[config.mk]
export PLATFORM = sky130hd
export DESIGN_NAME = serial_button_frame_decoder_core
export DESIGN_NICKNAME = d
export VERILOG_FILES = /design/src/hw/rtl/sbfd_pkg.sv /design/src/hw/rtl/sbfd_framer.sv /design/src/hw/rtl/sbfd_decoder.sv /design/src/hw/rtl/serial_button_frame_decoder_core.sv
export SDC_FILE = /design/constraint.sdc
export NUM_CORES = 1
export LEC_CHECK = 0
export ABC_CLOCK_PERIOD_IN_PS = 5800
export BUFFER_PORTS_ARGS = -buffer_cell sky130_fd_sc_hd__buf_4
export CORE_MARGIN = 1
export CORE_UTILIZATION = 35
export CTS_CLUSTER_DIAMETER = 120
export DETAILED_ROUTE_END_ITERATION = 8
export GPL_TIMING_DRIVEN = 0
export PLACE_DENSITY = 0.5
export SYNTH_ARGS = -nofsm -noshare
export SYNTH_HDL_FRONTEND = slang
export SYNTH_SLANG_ARGS = --single-unit
[constraint.sdc]
create_clock -name clk -period 5.8 [get_ports clk]
set_input_delay 0.29 -clock clk [delete_from_list [all_inputs] [get_ports clk]]
set_output_delay 0.29 -clock clk [all_outputs]
set_load 0.005 [all_outputs]
[src/hw/rtl/sbfd_pkg.sv]
// ----------------------------------------------------------------------------
// sbfd_pkg
// shared types and constants of the serial button frame decoder
// ----------------------------------------------------------------------------
package sbfd_pkg;

    localparam int DEF_MAX_FRAME_LENGTH = 32;

    localparam logic [7:0] START_BYTE = 8'hFF;

    // command letters
    localparam logic [7:0] CH_N   = 8'h4E;
    localparam logic [7:0] CH_T   = 8'h54;
    localparam logic [7:0] CH_P   = 8'h50;
    localparam logic [7:0] CH_L   = 8'h4C;
    localparam logic [7:0] CH_S   = 8'h53;
    localparam logic [7:0] CH_R   = 8'h52;
    localparam logic [7:0] CH_M   = 8'h4D;
    localparam logic [7:0] CH_X   = 8'h58;
    localparam logic [7:0] CH_F   = 8'h46;
    localparam logic [7:0] CH_C   = 8'h43;
    localparam logic [7:0] CH_D   = 8'h44;
    localparam logic [7:0] CH_ON  = 8'h31;
    localparam logic [7:0] CH_OFF = 8'h30;

    typedef enum logic [1:0] {
        PHASE_WAIT = 2'd0,
        PHASE_LEN  = 2'd1,
        PHASE_DATA = 2'd2
    } phase_t;

    typedef enum logic [4:0] {
        EV_NEXT_TRACK = 5'd0,
        EV_PREV_TRACK = 5'd1,
        EV_PLAY       = 5'd2,
        EV_STOP       = 5'd3,
        EV_REPEAT_ON  = 5'd4,
        EV_REPEAT_OFF = 5'd5,
        EV_SHUFFLE_ON = 5'd6,
        EV_SHUFFLE_OFF = 5'd7,
        EV_FF_ON      = 5'd8,
        EV_FF_OFF     = 5'd9,
        EV_RW_ON      = 5'd10,
        EV_RW_OFF     = 5'd11,
        EV_SCAN_ON    = 5'd12,
        EV_SCAN_OFF   = 5'd13,
        EV_PREV_DISC  = 5'd14,
        EV_NEXT_DISC  = 5'd15,
        EV_UNKNOWN    = 5'd16
    } event_t;

    // mode flag bit positions
    localparam int FLAG_PLAY    = 0;
    localparam int FLAG_REPEAT  = 1;
    localparam int FLAG_SHUFFLE = 2;
    localparam int FLAG_FF      = 3;
    localparam int FLAG_RW      = 4;
    localparam int FLAG_SCAN    = 5;

    typedef struct packed {
        logic            done;
        logic [2:0][7:0] head;
        logic [7:0]      text_length;
    } frame_info_t;

    typedef struct packed {
        logic   valid;
        event_t code;
    } event_info_t;

endpackage

[src/hw/rtl/sbfd_framer.sv]
// ----------------------------------------------------------------------------
// sbfd_framer
// frame phase tracking, length check and payload head capture
// ----------------------------------------------------------------------------
module sbfd_framer #(
    parameter int MAX_FRAME_LENGTH = sbfd_pkg::DEF_MAX_FRAME_LENGTH
) (
    input  logic                  clk,
    input  logic                  rst_n,
    input  logic                  step,
    input  logic [7:0]            rx_byte,
    output sbfd_pkg::frame_info_t info
);
    import sbfd_pkg::*;

    localparam logic [7:0] MaxLen = 8'(MAX_FRAME_LENGTH);

    phase_t          phase_reg, phase_next;
    logic [7:0]      frame_length_reg, frame_length_next;
    logic [7:0]      byte_index_reg, byte_index_next;
    logic [7:0]      text_length_reg, text_length_next;
    logic [2:0][7:0] head_reg, head_next;
    logic            last_byte;

    assign last_byte = ({1'b0, byte_index_reg} + 9'd1) == {1'b0, frame_length_reg};

    // next state
    always_comb
    begin
        phase_next        = phase_reg;
        frame_length_next = frame_length_reg;
        byte_index_next   = byte_index_reg;
        text_length_next  = text_length_reg;
        head_next         = head_reg;
        if (rx_byte == START_BYTE)
        begin
            phase_next = PHASE_LEN;
        end
        else
        begin
            case (phase_reg)
                PHASE_LEN:
                begin
                    frame_length_next = rx_byte;
                    if (rx_byte != 8'd0 && rx_byte <= MaxLen)
                    begin
                        byte_index_next  = 8'd0;
                        text_length_next = 8'd0;
                        phase_next       = PHASE_DATA;
                    end
                    else
                    begin
                        phase_next = PHASE_WAIT;
                    end
                end
                PHASE_DATA:
                begin
                    if (byte_index_reg < 8'd3)
                    begin
                        head_next[byte_index_reg[1:0]] = rx_byte;
                    end
                    // text runs up to the first zero byte
                    if (text_length_reg == byte_index_reg && rx_byte != 8'd0)
                    begin
                        text_length_next = byte_index_reg + 8'd1;
                    end
                    if (last_byte)
                    begin
                        phase_next = PHASE_WAIT;
                    end
                    else
                    begin
                        byte_index_next = byte_index_reg + 8'd1;
                    end
                end
                default:
                begin
                    phase_next = phase_reg;
                end
            endcase
        end
    end

    // outputs
    always_comb
    begin
        info.done        = (rx_byte != START_BYTE) && (phase_reg == PHASE_DATA) && last_byte;
        info.head        = head_next;
        info.text_length = text_length_next;
    end

    always_ff @(posedge clk or negedge rst_n)
    begin
        if (!rst_n)
        begin
            phase_reg        <= PHASE_WAIT;
            frame_length_reg <= 8'd0;
            byte_index_reg   <= 8'd0;
            text_length_reg  <= 8'd0;
        end
        else if (step)
        begin
            phase_reg        <= phase_next;
            frame_length_reg <= frame_length_next;
            byte_index_reg   <= byte_index_next;
            text_length_reg  <= text_length_next;
        end
    end

    always_ff @(posedge clk)
    begin
        if (step)
        begin
            head_reg <= head_next;
        end
    end

endmodule

[src/hw/rtl/sbfd_decoder.sv]
// ----------------------------------------------------------------------------
// sbfd_decoder
// command text match and mode flag suppression
// ----------------------------------------------------------------------------
module sbfd_decoder (
    input  logic                  clk,
    input  logic                  rst_n,
    input  logic                  step,
    input  sbfd_pkg::frame_info_t info,
    output sbfd_pkg::event_info_t ev
);
    import sbfd_pkg::*;

    logic [5:0] mode_flags_reg, mode_flags_next;
    logic       len_two, len_atleast2, len_atleast3;
    logic       is_on, is_off;
    logic [7:0] h0, h1;

    assign h0           = info.head[0];
    assign h1           = info.head[1];
    assign len_two      = info.text_length == 8'd2;
    assign len_atleast2 = info.text_length >= 8'd2;
    assign len_atleast3 = info.text_length >= 8'd3;
    assign is_on        = len_atleast3 && info.head[2] == CH_ON;
    assign is_off       = len_atleast3 && info.head[2] == CH_OFF;

    always_comb
    begin
        logic [2:0] bit_sel;
        event_t on_code;
        logic toggle;
        mode_flags_next = mode_flags_reg;
        ev.valid        = 1'b0;
        ev.code         = EV_UNKNOWN;
        bit_sel         = 3'(FLAG_REPEAT);
        on_code         = EV_REPEAT_ON;
        toggle          = 1'b0;
        if (len_two && h0 == CH_N && h1 == CH_T)
        begin
            ev.valid = 1'b1;
            ev.code  = EV_NEXT_TRACK;
        end
        else if (len_two && h0 == CH_P && h1 == CH_T)
        begin
            ev.valid = 1'b1;
            ev.code  = EV_PREV_TRACK;
        end
        else if (len_two && h0 == CH_P && h1 == CH_L)
        begin
            if (!mode_flags_reg[FLAG_PLAY])
            begin
                ev.valid                  = 1'b1;
                ev.code                   = EV_PLAY;
                mode_flags_next[FLAG_PLAY] = 1'b1;
            end
        end
        else if (len_two && h0 == CH_S && h1 == CH_T)
        begin
            if (mode_flags_reg[FLAG_PLAY])
            begin
                ev.valid                  = 1'b1;
                ev.code                   = EV_STOP;
                mode_flags_next[FLAG_PLAY] = 1'b0;
            end
        end
        else if (len_atleast2 && h0 == CH_R && h1 == CH_P)
        begin
            toggle  = 1'b1;
            bit_sel = 3'(FLAG_REPEAT);
            on_code = EV_REPEAT_ON;
        end
        else if (len_atleast2 && h0 == CH_M && h1 == CH_X)
        begin
            toggle  = 1'b1;
            bit_sel = 3'(FLAG_SHUFFLE);
            on_code = EV_SHUFFLE_ON;
        end
        else if (len_atleast2 && h0 == CH_F && h1 == CH_F)
        begin
            toggle  = 1'b1;
            bit_sel = 3'(FLAG_FF);
            on_code = EV_FF_ON;
        end
        else if (len_atleast2 && h0 == CH_F && h1 == CH_R)
        begin
            toggle  = 1'b1;
            bit_sel = 3'(FLAG_RW);
            on_code = EV_RW_ON;
        end
        else if (len_atleast2 && h0 == CH_S && h1 == CH_C)
        begin
            toggle  = 1'b1;
            bit_sel = 3'(FLAG_SCAN);
            on_code = EV_SCAN_ON;
        end
        else if (len_two && h0 == CH_P && h1 == CH_D)
        begin
            ev.valid = 1'b1;
            ev.code  = EV_PREV_DISC;
        end
        else if (len_two && h0 == CH_N && h1 == CH_D)
        begin
            ev.valid = 1'b1;
            ev.code  = EV_NEXT_DISC;
        end
        else
        begin
            ev.valid = 1'b1;
            ev.code  = EV_UNKNOWN;
        end

        // toggle only fires when the flag changes
        if (toggle)
        begin
            if (is_on && !mode_flags_reg[bit_sel])
            begin
                ev.valid                 = 1'b1;
                ev.code                  = on_code;
                mode_flags_next[bit_sel] = 1'b1;
            end
            else if (is_off && mode_flags_reg[bit_sel])
            begin
                ev.valid                 = 1'b1;
                ev.code                  = event_t'(on_code + 5'd1);
                mode_flags_next[bit_sel] = 1'b0;
            end
        end

        if (!info.done)
        begin
            ev.valid        = 1'b0;
            mode_flags_next = mode_flags_reg;
        end
    end

    always_ff @(posedge clk or negedge rst_n)
    begin
        if (!rst_n)
        begin
            mode_flags_reg <= 6'd0;
        end
        else if (step)
        begin
            mode_flags_reg <= mode_flags_next;
        end
    end

endmodule

[src/hw/rtl/serial_button_frame_decoder_core.sv]
// ----------------------------------------------------------------------------
// serial_button_frame_decoder_core
// decodes framed serial text commands into button event codes
// ----------------------------------------------------------------------------
// One received byte per request on the slave stream; a byte of 0xff restarts
// framing, the next byte gives the payload length (zero or above
// MAX_FRAME_LENGTH drops the frame) and the last payload byte yields at most
// one event code on the master stream (16 for an unknown command). Each byte
// sits in the input register, passes framing and command matching in one
// step and lands in the result register, so a new byte is taken every cycle
// while the result side keeps up.
module serial_button_frame_decoder_core #(
    parameter int MAX_FRAME_LENGTH = sbfd_pkg::DEF_MAX_FRAME_LENGTH
) (
    input  logic       clk,
    input  logic       rst_n,
    input  logic       s_axis_tvalid,
    output logic       s_axis_tready,
    input  logic [7:0] s_axis_tdata,   // [7:0] rx_byte
    output logic       m_axis_tvalid,
    input  logic       m_axis_tready,
    output logic [7:0] m_axis_tdata    // [4:0] event_code, [7:5] zero
);
    import sbfd_pkg::*;

    logic        in_valid_reg;
    logic [7:0]  in_byte_reg;
    logic        out_valid_reg;
    event_t      out_code_reg;
    logic        out_free;
    logic        step;
    frame_info_t info;
    event_info_t ev;

    assign out_free      = !out_valid_reg || m_axis_tready;
    assign step          = in_valid_reg && out_free;
    assign s_axis_tready = !in_valid_reg || out_free;
    assign m_axis_tvalid = out_valid_reg;
    assign m_axis_tdata  = {3'd0, out_code_reg};

    sbfd_framer #(
        .MAX_FRAME_LENGTH(MAX_FRAME_LENGTH)
    ) u_framer (
        .clk    (clk),
        .rst_n  (rst_n),
        .step   (step),
        .rx_byte(in_byte_reg),
        .info   (info)
    );

    sbfd_decoder u_decoder (
        .clk  (clk),
        .rst_n(rst_n),
        .step (step),
        .info (info),
        .ev   (ev)
    );

    always_ff @(posedge clk or negedge rst_n)
    begin
        if (!rst_n)
        begin
            in_valid_reg  <= 1'b0;
            out_valid_reg <= 1'b0;
        end
        else
        begin
            if (s_axis_tvalid && s_axis_tready)
            begin
                in_valid_reg <= 1'b1;
            end
            else if (step)
            begin
                in_valid_reg <= 1'b0;
            end
            if (step)
            begin
                out_valid_reg <= ev.valid;
            end
            else if (m_axis_tready)
            begin
                out_valid_reg <= 1'b0;
            end
        end
    end

    always_ff @(posedge clk)
    begin
        if (s_axis_tvalid && s_axis_tready)
        begin
            in_byte_reg <= s_axis_tdata;
        end
        if (step && ev.valid)
        begin
            out_code_reg <= ev.code;
        end
    end

`ifndef SYNTHESIS
    a_code_range : assert property (@(posedge clk) disable iff (!rst_n)
        m_axis_tvalid |-> (m_axis_tdata[4:0] <= EV_UNKNOWN) && (m_axis_tdata[7:5] == 3'd0))
        else $error("event code out of range");

    a_stall_blocks_input : assert property (@(posedge clk) disable iff (!rst_n)
        (in_valid_reg && out_valid_reg && !m_axis_tready) |-> !s_axis_tready)
        else $error("input taken while pipeline is full");

    a_start_no_event : assert property (@(posedge clk) disable iff (!rst_n)
        (step && in_byte_reg == START_BYTE) |=> !out_valid_reg)
        else $error("start byte produced an event");

    a_event_needs_frame_end : assert property (@(posedge clk) disable iff (!rst_n)
        (step && !info.done) |=> !out_valid_reg)
        else $error("event without frame end");
`endif

endmodule
==> reports/metrics.yaml <==
run_status:
  status: "complete, no violations"
detailed_routing:
  wl_um: 12500
  wl_per_cell_um: 18.1
  via_count: 3890
  drc_errors: 0
  ant_nets: 0
  drtIter0Drc: 260
  first_pass_iters: 6
  viasPerCell: 5.64
clocking:
  cts_tree: "yes"
  htree_levels: 3
  cts_resized: 0
  clkTransAtPathRegs_ns: 0.06
  clock_sinks: 71
  clock_path_buffers: 2
  clk-insertion-delay-late_ns: 0.34
  clock_tree.root_cell: "clkbuf_16"
  cts_inserted_buffers: 9
synthesis:
  synth_edf_count: 37
  ys_ff_latch: 71
  yosysSeqAreaShare: 0.407
  synth-async-reset-ratio: 0.479
  synth_ff_type: "edfxtp_1"
  ys_warn_count: 0
  avgSynthCellArea_um2: 10.1
  synth.cell_area_um2: 4820
  synth.distinct_cells: 87
  postSynthCellCount: 477
global_routing:
  grt_usage: 0.188
  grt_max_degree: 35
  grt_pass1_vias: 3755
  grt_pass1_wl_um: 20500
  grt-ovfl-total: 0
  antenna_found_initial: 0
cells_and_area:
  areaGrowthSynthToFinish_pct: 13.8
  largest_register_ffs: 24
  n_fill_cell: 1352
  final_nets: 527
  num_antenna_cells: 0
  layout-drive-gt1-share: 0.200
timing:
  setup_ws_ns: 1.54
  setup_viol: 0
  period_share: 0.734
  max_freq_ghz: 0.235
  final-max-slew-violation-count: 0
  rsz0062_at_grt: "false"
  max_slew_margin: 0.365
  finalHoldViolations: 0
  finClkSkew_ns: 0.00629
  min_period_ns: 4.26
  setup-tns-final_ns: 0
  tightest_slew_ns: 0.940
floorplan:
  dieArea_um2: 14200
  fp.dieW_um: 119
  die_h_um: 119
  io_pins: 22
  core_area_um2: 13300
  rows: 42
  initial_core_util: 0.361
hold_path:
  hp-class: "in -> reg"
critical_path:
  start_kind: "flop"
  required_ns: 5.79
  critPathSlowestCell: "or4b_4"
  worst-path-buf-inv: 2
  path_max_fanout: 10
  critPathMaxStageDelay_ns: 0.59
  arrival_ns: 4.25
  critical_path_class: "reg -> reg"
  cp-end-kind: "flop"
  path_cells: "ha_1 -> nor4b_4 -> o2111ai_4 -> buf_2 -> buf_1 -> a311oi_1 -> o21ai_0 -> a21o_1 -> or4b_4 -> o21ai_1"
  cp_top_family: "compound AO/OA/AOI/OAI gates"
power:
  powerDensity_nw_per_um2: 337
  p_leak_nw: 1.96
  ir_drop_mv: 0.149
placed_design:
  io_buffer_count: 18
  place.gp.congestion: 0.850
  dp_worst_setup_slack_ns: 1.57
  place_hpwl_um: 9350
run:
  drv_cap: 0
-- cell type report --
class | count | area, um2 | share of cell area
Sequential cell | 71 | 1960 | 0.358
Timing Repair Buffer | 19 | 145 | 0.0265
Multi-Input combinational cell | 364 | 2670 | 0.488
Buffer | 24 | 119 | 0.0217
Clock inverter | 7 | 63.8 | 0.0116
Tap cell | 176 | 220 | 0.0402
Clock buffer | 9 | 225 | 0.0411
Inverter | 20 | 75.1 | 0.0137
-- worst reg2reg max path, cell delays in order (launching register included) --
cell and delay (ns):
dfrtp_1 0.48, ha_1 0.35, nor4b_4 0.47, o2111ai_4 0.30, buf_2 0.27, buf_1 0.25, a311oi_1 0.37, o21ai_0 0.20
a21o_1 0.23, or4b_4 0.59, o21ai_1 0.39
-- placed cells by master, fill, tap and decap left out, drive strengths merged, types with 6 or more instances in the layout --
cell type / Yosys / final
nand2: 44 / 44
edfxtp: 37 / 37
o21ai: 35 / 35
dfrtp: 34 / 34
buf: 12 / 30
nor2: 28 / 28
mux2: 25 / 25
clkbuf: 12 / 21
inv: 20 / 20
nand3: 19 / 19
a21oi: 18 / 18
xnor2: 16 / 16
nor3: 13 / 13
mux2i: 10 / 10
a31oi: 10 / 10
nand4: 9 / 9
o31ai: 8 / 8
o211ai: 7 / 7
or2: 7 / 7
nor4: 7 / 7
nand2b: 6 / 6
and3: 6 / 6
ha: 6 / 6
-- cells by family (layout without fill, tap and decap cells) --
| family | count (synthesis) | after routing | synth area share |
|---|---|---|---|
| XOR/XNOR | 19 | 19 | 0.0361 |
| buffers and inverters | 44 | 79 | 0.0400 |
| adder cells (fa/ha/maj) | 6 | 6 | 0.0156 |
| multiplexers | 35 | 35 | 0.0799 |
| other | 1 | 3 | 0.000778 |
| AO/OA/AOI/OAI | 126 | 126 | 0.203 |
| flip-flops | 71 | 71 | 0.407 |
| AND/OR/NAND/NOR | 175 | 175 | 0.218 |
-- path summary, 6_finish.rpt --
| kind | startpoint | to | slack, ns | depth (start not counted) |
|---|---|---|---|---|
| min reg2reg | u_decoder.mode_flags_reg[3]$_DFFE_PN0P_ | u_decoder.mode_flags_reg[3]$_DFFE_PN0P_ | 0.51 | 2 |
| min in group asynchronous | rst_n | u_framer.byte_index_reg[6]$_DFFE_PN0P_ | 0.45 | 2 |
| min | s_axis_tdata[5] | in_byte_reg[5]$_DFFE_PP_ | 0.12 | 1 |
| max in group asynchronous | rst_n | in_valid_reg$_DFFE_PN0P_ | 5.01 | 2 |
| max reg2reg | u_framer.byte_index_reg[1]$_DFFE_PN0P_ | out_code_reg[2]$_DFFE_PP_ | 1.54 | 10 |
| max | u_framer.byte_index_reg[1]$_DFFE_PN0P_ | out_code_reg[2]$_DFFE_PP_ | 1.54 | 10 |
-- metrics by stage --
step,area (um2),power (mW),std cells,utilization,hold WS [ns]
floorplan,4830,1.15,479,-,-0.00559
global placement,5180,1.30,673,0.388,0.286
detailed placement,5180,1.30,673,0.388,0.283
CTS,5480,1.86,690,0.411,0.110
global route,5480,1.96,690,0.411,0.108
finish,5480,1.85,690,0.411,0.123
-- timing repair --
| action | 4_1_cts | 5_1_grt |
|---|---|---|
| endpoints found under the hold margin | 34 | 0 |
| hold buffers | 1 | 0 |
| setup buffers | 0 | 0 |
| endpoints found under the setup margin | 0 | 0 |
-- power breakdown --
part | total, mW | switching (mW) | internal (mW) | leakage (nW)
registers | 0.702 | 0.0799 | 0.622 | 0.769
clock network | 0.542 | 0.213 | 0.329 | 0.140
logic | 0.603 | 0.357 | 0.246 | 1.05
-- routing by layer --
layer,global-route usage,wire length [um],share of wire
met3,0.0316,544,0.043
met2,0.288,5520,0.44
met5,0,0,0
met1,0.259,6180,0.49
met4,0.0867,270,0.022
-- synth_stat cells (5+ instances only) --
cell type | count | area [um2]
xnor2_1 | 15 | 131
nand3_1 | 19 | 95.1
nand2_1 | 44 | 165
nor2_1 | 27 | 101
nor4_1 | 5 | 31.3
mux2_2 | 24 | 270
dfrtp_1 | 34 | 851
mux2i_1 | 10 | 100
inv_1 | 20 | 75.1
a21o_1 | 5 | 37.5
o211ai_1 | 6 | 45.0
or2_2 | 5 | 31.3
and3_1 | 6 | 37.5
clkbuf_1 | 12 | 45.0
buf_2 | 7 | 35.0
nand4_1 | 5 | 31.3
and4_1 | 5 | 43.8
o31ai_1 | 6 | 45.0
nor3_1 | 12 | 60.1
a21oi_1 | 17 | 85.1
o21ai_0 | 31 | 155
edfxtp_1 | 37 | 1110
nand2b_1 | 6 | 37.5
ha_1 | 6 | 75.1
a31oi_1 | 10 | 62.6
Note: power is estimated with default switching activity, not from simulation.
